==> src/hdl/s2a_pkg.sv <==
// Shared types, constants and the scan-set-1 translation table for the keyboard FIFO.
// Depends on nothing; the design files refer to it by scoped names, the testbench imports it.
`timescale 1ns / 1ps

package s2a_pkg;

    // Character buffer geometry. One slot always stays free.
    localparam int FIFO_DEPTH = 256;
    localparam int PTR_W      = $clog2(FIFO_DEPTH);
    localparam int CNT_W      = $clog2(FIFO_DEPTH);
    localparam int FILL_MAX   = 255;

    localparam logic       OP_PUSH   = 1'b0;
    localparam logic       OP_POP    = 1'b1;
    localparam logic [7:0] BREAK_BIT = 8'h80;

    typedef enum logic [1:0] {
        ST_OK      = 2'd0,
        ST_IGNORED = 2'd1,
        ST_FULL    = 2'd2,
        ST_EMPTY   = 2'd3
    } status_t;

    // Translator result: hit is low for break codes and codes with no entry.
    typedef struct packed {
        logic       hit;
        logic [6:0] code;
    } xlate_t;

    // US layout, make codes only; zero marks no entry.
    function automatic logic [6:0] us_layout(input logic [6:0] sc);
        logic [6:0] c;
        case (sc)
            7'd1:    c = 7'h1B;
            7'd2:    c = 7'h31;
            7'd3:    c = 7'h32;
            7'd4:    c = 7'h33;
            7'd5:    c = 7'h34;
            7'd6:    c = 7'h35;
            7'd7:    c = 7'h36;
            7'd8:    c = 7'h37;
            7'd9:    c = 7'h38;
            7'd10:   c = 7'h39;
            7'd11:   c = 7'h30;
            7'd12:   c = 7'h2D;
            7'd13:   c = 7'h3D;
            7'd14:   c = 7'h08;
            7'd15:   c = 7'h09;
            7'd16:   c = 7'h71;
            7'd17:   c = 7'h77;
            7'd18:   c = 7'h65;
            7'd19:   c = 7'h72;
            7'd20:   c = 7'h74;
            7'd21:   c = 7'h79;
            7'd22:   c = 7'h75;
            7'd23:   c = 7'h69;
            7'd24:   c = 7'h6F;
            7'd25:   c = 7'h70;
            7'd26:   c = 7'h5B;
            7'd27:   c = 7'h5D;
            7'd28:   c = 7'h0A;
            7'd30:   c = 7'h61;
            7'd31:   c = 7'h73;
            7'd32:   c = 7'h64;
            7'd33:   c = 7'h66;
            7'd34:   c = 7'h67;
            7'd35:   c = 7'h68;
            7'd36:   c = 7'h6A;
            7'd37:   c = 7'h6B;
            7'd38:   c = 7'h6C;
            7'd39:   c = 7'h3B;
            7'd40:   c = 7'h27;
            7'd41:   c = 7'h60;
            7'd43:   c = 7'h5C;
            7'd44:   c = 7'h7A;
            7'd45:   c = 7'h78;
            7'd46:   c = 7'h63;
            7'd47:   c = 7'h76;
            7'd48:   c = 7'h62;
            7'd49:   c = 7'h6E;
            7'd50:   c = 7'h6D;
            7'd51:   c = 7'h2C;
            7'd52:   c = 7'h2E;
            7'd53:   c = 7'h2F;
            7'd55:   c = 7'h2A;
            7'd57:   c = 7'h20;
            default: c = 7'h00;
        endcase
        return c;
    endfunction

endpackage

==> src/hdl/scancode_to_ascii_fifo_unit.sv <==
// Keyboard front end: scan-set-1 bytes in, ASCII characters out through a circular buffer.
// Latency: the result word appears, with done high, in the cycle after the command is taken.
// Throughput: one command per cycle; busy stays low, set by the single synchronous
// buffer memory, which sees at most one write or one read per command.
// Reset (rst_n, asynchronous, active low) empties the buffer and clears the strobe;
// buffer contents stay undefined until written. The receiver cannot stall results.
// Depends on s2a_pkg and s2a_xlate.
`timescale 1ns / 1ps

module scancode_to_ascii_fifo_unit (
    input  logic       clk,
    input  logic       rst_n,
    input  logic       start,
    output logic       busy,
    input  logic       opcode,
    input  logic [7:0] scan_byte,
    output logic       done,
    output logic [1:0] status,
    output logic [6:0] char_out,
    output logic [7:0] fill_level
);

    // Character store: one synchronous write port, one registered read port.
    logic [6:0] char_mem [s2a_pkg::FIFO_DEPTH];
    logic [6:0] rdata_reg;

    logic [s2a_pkg::PTR_W-1:0] wr_ptr_reg, wr_ptr_next;
    logic [s2a_pkg::PTR_W-1:0] rd_ptr_reg, rd_ptr_next;
    logic [s2a_pkg::CNT_W-1:0] count_reg, count_next;

    logic              done_reg;
    logic              pop_ok_reg, pop_ok_next;
    s2a_pkg::status_t  status_reg, status_next;
    logic [7:0]        fill_reg, fill_next;

    logic              accept;
    logic              empty;
    logic              full;
    logic              mem_wr;
    logic              mem_rd;
    s2a_pkg::xlate_t   xl;

    s2a_xlate u_xlate (
        .scan_byte (scan_byte),
        .xl        (xl)
    );

    // Every command touches at most one memory port, so no read can meet a write
    // to the same slot: no forwarding needed and never a stall.
    assign busy   = 1'b0;
    assign accept = start && !busy;
    assign empty  = (count_reg == '0);
    assign full   = (count_reg == s2a_pkg::CNT_W'(s2a_pkg::FIFO_DEPTH - 1));

    always_comb
    begin
        wr_ptr_next = wr_ptr_reg;
        rd_ptr_next = rd_ptr_reg;
        count_next  = count_reg;
        status_next = status_reg;
        pop_ok_next = 1'b0;
        mem_wr      = 1'b0;
        mem_rd      = 1'b0;
        if (accept)
        begin
            if (opcode == s2a_pkg::OP_PUSH)
            begin
                if (!xl.hit)
                begin
                    // Drop break and unmapped codes.
                    status_next = s2a_pkg::ST_IGNORED;
                end
                else if (full)
                begin
                    status_next = s2a_pkg::ST_FULL;
                end
                else
                begin
                    mem_wr      = 1'b1;
                    wr_ptr_next = (wr_ptr_reg == s2a_pkg::PTR_W'(s2a_pkg::FIFO_DEPTH - 1))
                                  ? '0 : wr_ptr_reg + s2a_pkg::PTR_W'(1);
                    count_next  = count_reg + s2a_pkg::CNT_W'(1);
                    status_next = s2a_pkg::ST_OK;
                end
            end
            else
            begin
                if (empty)
                begin
                    status_next = s2a_pkg::ST_EMPTY;
                end
                else
                begin
                    // Read the oldest slot; data lands in rdata_reg with the result.
                    mem_rd      = 1'b1;
                    pop_ok_next = 1'b1;
                    rd_ptr_next = (rd_ptr_reg == s2a_pkg::PTR_W'(s2a_pkg::FIFO_DEPTH - 1))
                                  ? '0 : rd_ptr_reg + s2a_pkg::PTR_W'(1);
                    count_next  = count_reg - s2a_pkg::CNT_W'(1);
                    status_next = s2a_pkg::ST_OK;
                end
            end
        end
        // Saturate the reported level for buffers deeper than the field.
        if (32'(count_next) > 32'(s2a_pkg::FILL_MAX))
            fill_next = 8'(s2a_pkg::FILL_MAX);
        else
            fill_next = 8'(count_next);
    end

    always_ff @(posedge clk)
    begin
        if (mem_wr)
            char_mem[wr_ptr_reg] <= xl.code;
        if (mem_rd)
            rdata_reg <= char_mem[rd_ptr_reg];
    end

    always_ff @(posedge clk or negedge rst_n)
    begin
        if (!rst_n)
        begin
            wr_ptr_reg <= '0;
            rd_ptr_reg <= '0;
            count_reg  <= '0;
            done_reg   <= 1'b0;
            pop_ok_reg <= 1'b0;
            status_reg <= s2a_pkg::ST_OK;
            fill_reg   <= '0;
        end
        else
        begin
            wr_ptr_reg <= wr_ptr_next;
            rd_ptr_reg <= rd_ptr_next;
            count_reg  <= count_next;
            done_reg   <= accept;
            pop_ok_reg <= pop_ok_next;
            status_reg <= status_next;
            fill_reg   <= fill_next;
        end
    end

    // Status and fill stay until the next result; char_out is nonzero only with done.
    assign done       = done_reg;
    assign status     = status_reg;
    assign char_out   = pop_ok_reg ? rdata_reg : 7'h00;
    assign fill_level = fill_reg;

`ifndef SYNTHESIS
    a_count_bound: assert property (@(posedge clk) disable iff (!rst_n)
        32'(count_reg) <= s2a_pkg::FIFO_DEPTH - 1)
        else $error("fill count beyond buffer capacity");

    a_done_from_cmd: assert property (@(posedge clk) disable iff (!rst_n)
        accept |=> done)
        else $error("command taken without a result strobe");

    a_pop_char: assert property (@(posedge clk) disable iff (!rst_n)
        pop_ok_reg |-> (done && char_out != 7'h00 && status == s2a_pkg::ST_OK))
        else $error("successful pop returned no character");

    a_ptr_count: assert property (@(posedge clk) disable iff (!rst_n)
        (wr_ptr_reg >= rd_ptr_reg)
            ? (32'(wr_ptr_reg) - 32'(rd_ptr_reg) == 32'(count_reg))
            : (32'(wr_ptr_reg) + s2a_pkg::FIFO_DEPTH - 32'(rd_ptr_reg) == 32'(count_reg)))
        else $error("pointers disagree with fill count");
`endif

endmodule

==> src/hdl/s2a_xlate.sv <==
// Scan byte translator: drops break codes and maps make codes to ASCII.
// Depends on s2a_pkg for the layout table and the xlate_t result type.
`timescale 1ns / 1ps

module s2a_xlate (
    input  logic [7:0]      scan_byte,
    output s2a_pkg::xlate_t xl
);

    logic [6:0] code;

    assign code    = s2a_pkg::us_layout(scan_byte[6:0]);
    // Drop break codes and empty table entries.
    assign xl.hit  = ((scan_byte & s2a_pkg::BREAK_BIT) == 8'h00) && (code != 7'h00);
    assign xl.code = code;

endmodule

==> config.mk <==
export PLATFORM = sky130hd
export DESIGN_NAME = scancode_to_ascii_fifo_unit
export DESIGN_NICKNAME = d
export VERILOG_FILES = /design/src/hdl/s2a_pkg.sv /design/src/hdl/scancode_to_ascii_fifo_unit.sv /design/src/hdl/s2a_xlate.sv
export SDC_FILE = /design/constraint.sdc
export NUM_CORES = 2
export LEC_CHECK = 0
export CAP_MARGIN = 10
export CORE_UTILIZATION = 60
export CTS_CLUSTER_SIZE = 20
export DETAILED_ROUTE_END_ITERATION = 12
export DONT_BUFFER_PORTS = 1
export PLACE_DENSITY = 0.76
export SYNTH_ARGS = -nofsm -noshare
export SYNTH_HDL_FRONTEND = slang
export SYNTH_SLANG_ARGS = --single-unit
export TNS_END_PERCENT = 10
==> constraint.sdc <==
create_clock -name clk -period 5.18 [get_ports clk]
set_input_delay 0.518 -clock clk [delete_from_list [all_inputs] [get_ports clk]]
set_output_delay 0.518 -clock clk [all_outputs]
set_load 0.02 [all_outputs]
==> reports/qor.yml <==
io_buffer_count: 0
h-tree-depth: 4
grt_pass1_vias: 36264
regMostFlops: "char_mem"
final_cell_mix: "edfxtp_1 (1799), mux4_2 (558), nor2_1 (239)"
start_kind: "register"
maxCapViolations: 0
place.gp.congestion: 0.895
cp_slowest_stage_delay_ns: 0.73
place_hpwl_mm: 102
hold_end: "status[0]"
crit_arrival_ns: 4.57
dieArea_mm2: 0.122
ios: 31
grt_pass1_wl_mm: 255
critPathLaunch: "rd_ptr_reg[0]"
num_rows: 126
setup-violations-final: 0
clk_latency_ns: 0.81
die_x_um: 349
synth_top_area_cell: "edfxtp_1"
period_share_pct: 77.6
antenna_left: 0
p_int_uw: 28900
cts.sinks: 1827
drtIter0Drc: 5416
tightest_slew_ns: 1.17
ctsRootBufferMaster: "clkbuf_16"
critical_path_peak_fanout: 42
path_common_cell: "mux4_2"
hold_viol: 0
slowest_stage: "dfrtp_4"
finalMaxSlewViolations: 0
clk_path_buf_depth: 3
combPwrFrac_pct: 25.3
fillers: 6948
synth.avg_cell_area_um2: 21.8
final_common_cell: "edfxtp_1"
ys_warn_count: 0
async_reset_ff_share_pct: 1.53
synth_top_area_share_pct: 74.8
whs_ns: 0.0874
grt.overflow.total: 0
cts_resized: 0
p_sw_uw: 11300
ys_ff_latch: 1827
largest_reg_flops: 1792
synth_area_leaders: "edfxtp_1 (75%), mux4_2 (17%), nor2_1 (1.5%)"
synth_fp_nets: 3347
num_vias: 35522
antenna_found_initial: 2
seqPwrFrac_pct: 42.3
hold_start: "opcode"
fmax_mhz: 249
p_total_uw: 40200
grt_max_degree: 185
period_needed_ns: 4.02
wl_mm: 174
ff2ff_path_depth: 7
rrSetupSlack_ns: 1.16
crit_buf_inv: 1
p_leak_uw: 0.0239
reg2reg_to: "rdata_reg[4]"
synth.yosys.seq_area_share_pct: 75.8
cp_top_family: "compound AO/OA/AOI/OAI gates"
layout-drive-gt1-share_pct: 28.1
worstPathRequired_ns: 5.73
syn_area_mm2: 0.0722
clock_skew_ns: 0.0289
power_density_mw_per_mm2: 501
fin_setup_tns_ns: 0
min_path_cells: 2
grtUsageTotal_pct: 29.4
coreArea_mm2: 0.119
start_util_pct: 60.8
status: "complete, no violations"
crit_chain: "buf_12 > mux4_2 > mux4_2 > a22o_1 > a221oi_1 > o22ai_1 > or3_1"
final_net_count: 3419
swShare_pct: 28.1
critical_path_class: "reg -> reg"
relSlewSlack_pct: 21.8
hold_class: "in -> reg"
area_growth_syn_to_layout_pct: 11.3
rsz0062_at_grt: "false"
r2r-start: "rd_ptr_reg[0]"
wl_per_cell_um: 34.0
ys_types: 66
fp.dieH_um: 349
cts_setup_buffers: 0
endpoint_kind: "register"
syn-instance-count: 3311
ir_worst_vdd_v: 0.000350
path_clk_slew_ns: 0.07
viasPerCell: 6.93
antennaDiodeCount: 0
first_pass_iters: 6
drc: 0
power_frac_clock_pct: 32.3
synth-edff-count: 1799
ys.flop_type: "edfxtp_1"
cts_tree: "built"
cts_inserted_buffers: 170
[worst max-delay path by stage]
stage                            end  depth (start not counted)
floorplan           char_mem[100][0]                         13
global placement     char_mem[59][4]                          9
detailed placement  char_mem[106][5]                          9
CTS                     rdata_reg[4]                          7
global route            rdata_reg[5]                          7
finish                  rdata_reg[4]                          7
[routing by layer]
metal	vias up	GRT usage (%)	routed length [um]
met2	2573	46.6	85200
li1	14007	-	-
met3	408	6.09	19800
met1	18530	41.2	62300
met5	-	0	33
met4	4	10.7	6760
[metrics by stage]
stage / instance area, um2 / setup WS [ns] / utilization, % / cells
finish: 80400 / 1.16 / 67.7 / 5126
global route: 80400 / 1.05 / 67.7 / 5126
CTS: 80400 / 1.16 / 67.7 / 5125
detailed placement: 74500 / 1.03 / 62.8 / 4805
global placement: 74500 / 1.07 / 62.8 / 4805
floorplan: 72400 / -1.07 / - / 3311
[cell usage after synthesis (all sizes together) (5+ instances only)]
cell,n
nor4,5
nor3,10
buf,115
o21ai,12
nand2b,10
clkbuf,77
nand3,24
xnor2,13
nor3b,5
and3,9
mux2i,17
o211ai,5
edfxtp,1799
mux4,558
nor2b,14
a31oi,5
a22oi,51
and2,12
nor2,292
a21oi,39
dfrtp,28
nand4,8
nand2,99
inv,17
mux2,11
ha,23
or4,6
[cell families (layout without fill, tap and decap cells)]
family,count (synthesis),after routing,share of synthesized area (%)
other cells,1,1,0.00519
flops,1827,1827,75.8
buf+inv,210,425,1.34
fa+ha+maj,24,24,0.426
mux,586,586,17.8
xor+xnor,14,14,0.170
compound gates,148,148,1.43
simple gates,501,501,2.99
[timing repair]
action                                  in CTS  in global routing
endpoints found under the setup margin       0                  0
hold buffers                                 5                  0
endpoints found under the hold margin       31                  0
[power groups by stage]
stage / logic [uW] / clock network [uW] / registers (uW)
finish: 10200 / 13000 / 17000
global route: 10600 / 13600 / 17000
CTS: 10200 / 13100 / 17000
detailed placement: 10000 / 0 / 17300
global placement: 9810 / 0 / 17300
floorplan: 7330 / 0 / 17000
[layout make-up]
cell class | instances | area [um2] | share of cell area, %
Sequential cell | 1827 | 54700 | 68.1
Multi-Input combinational cell | 1274 | 16700 | 20.8
Clock buffer | 206 | 4530 | 5.63
Tap cell | 1600 | 2000 | 2.49
Clock inverter | 109 | 1260 | 1.57
Timing Repair Buffer | 92 | 1040 | 1.29
Inverter | 18 | 72.6 | 0.0903
[worst reg2reg max path: cells and delay by family (launching register included)]
kind	cells	cell delay, ns
AO/OA/AOI/OAI	3	1.20
multiplexers	2	1.12
flip-flops	1	0.73
buffers and inverters	1	0.38
AND/OR/NAND/NOR	1	0.35
(Power assumes the default switching activity.)
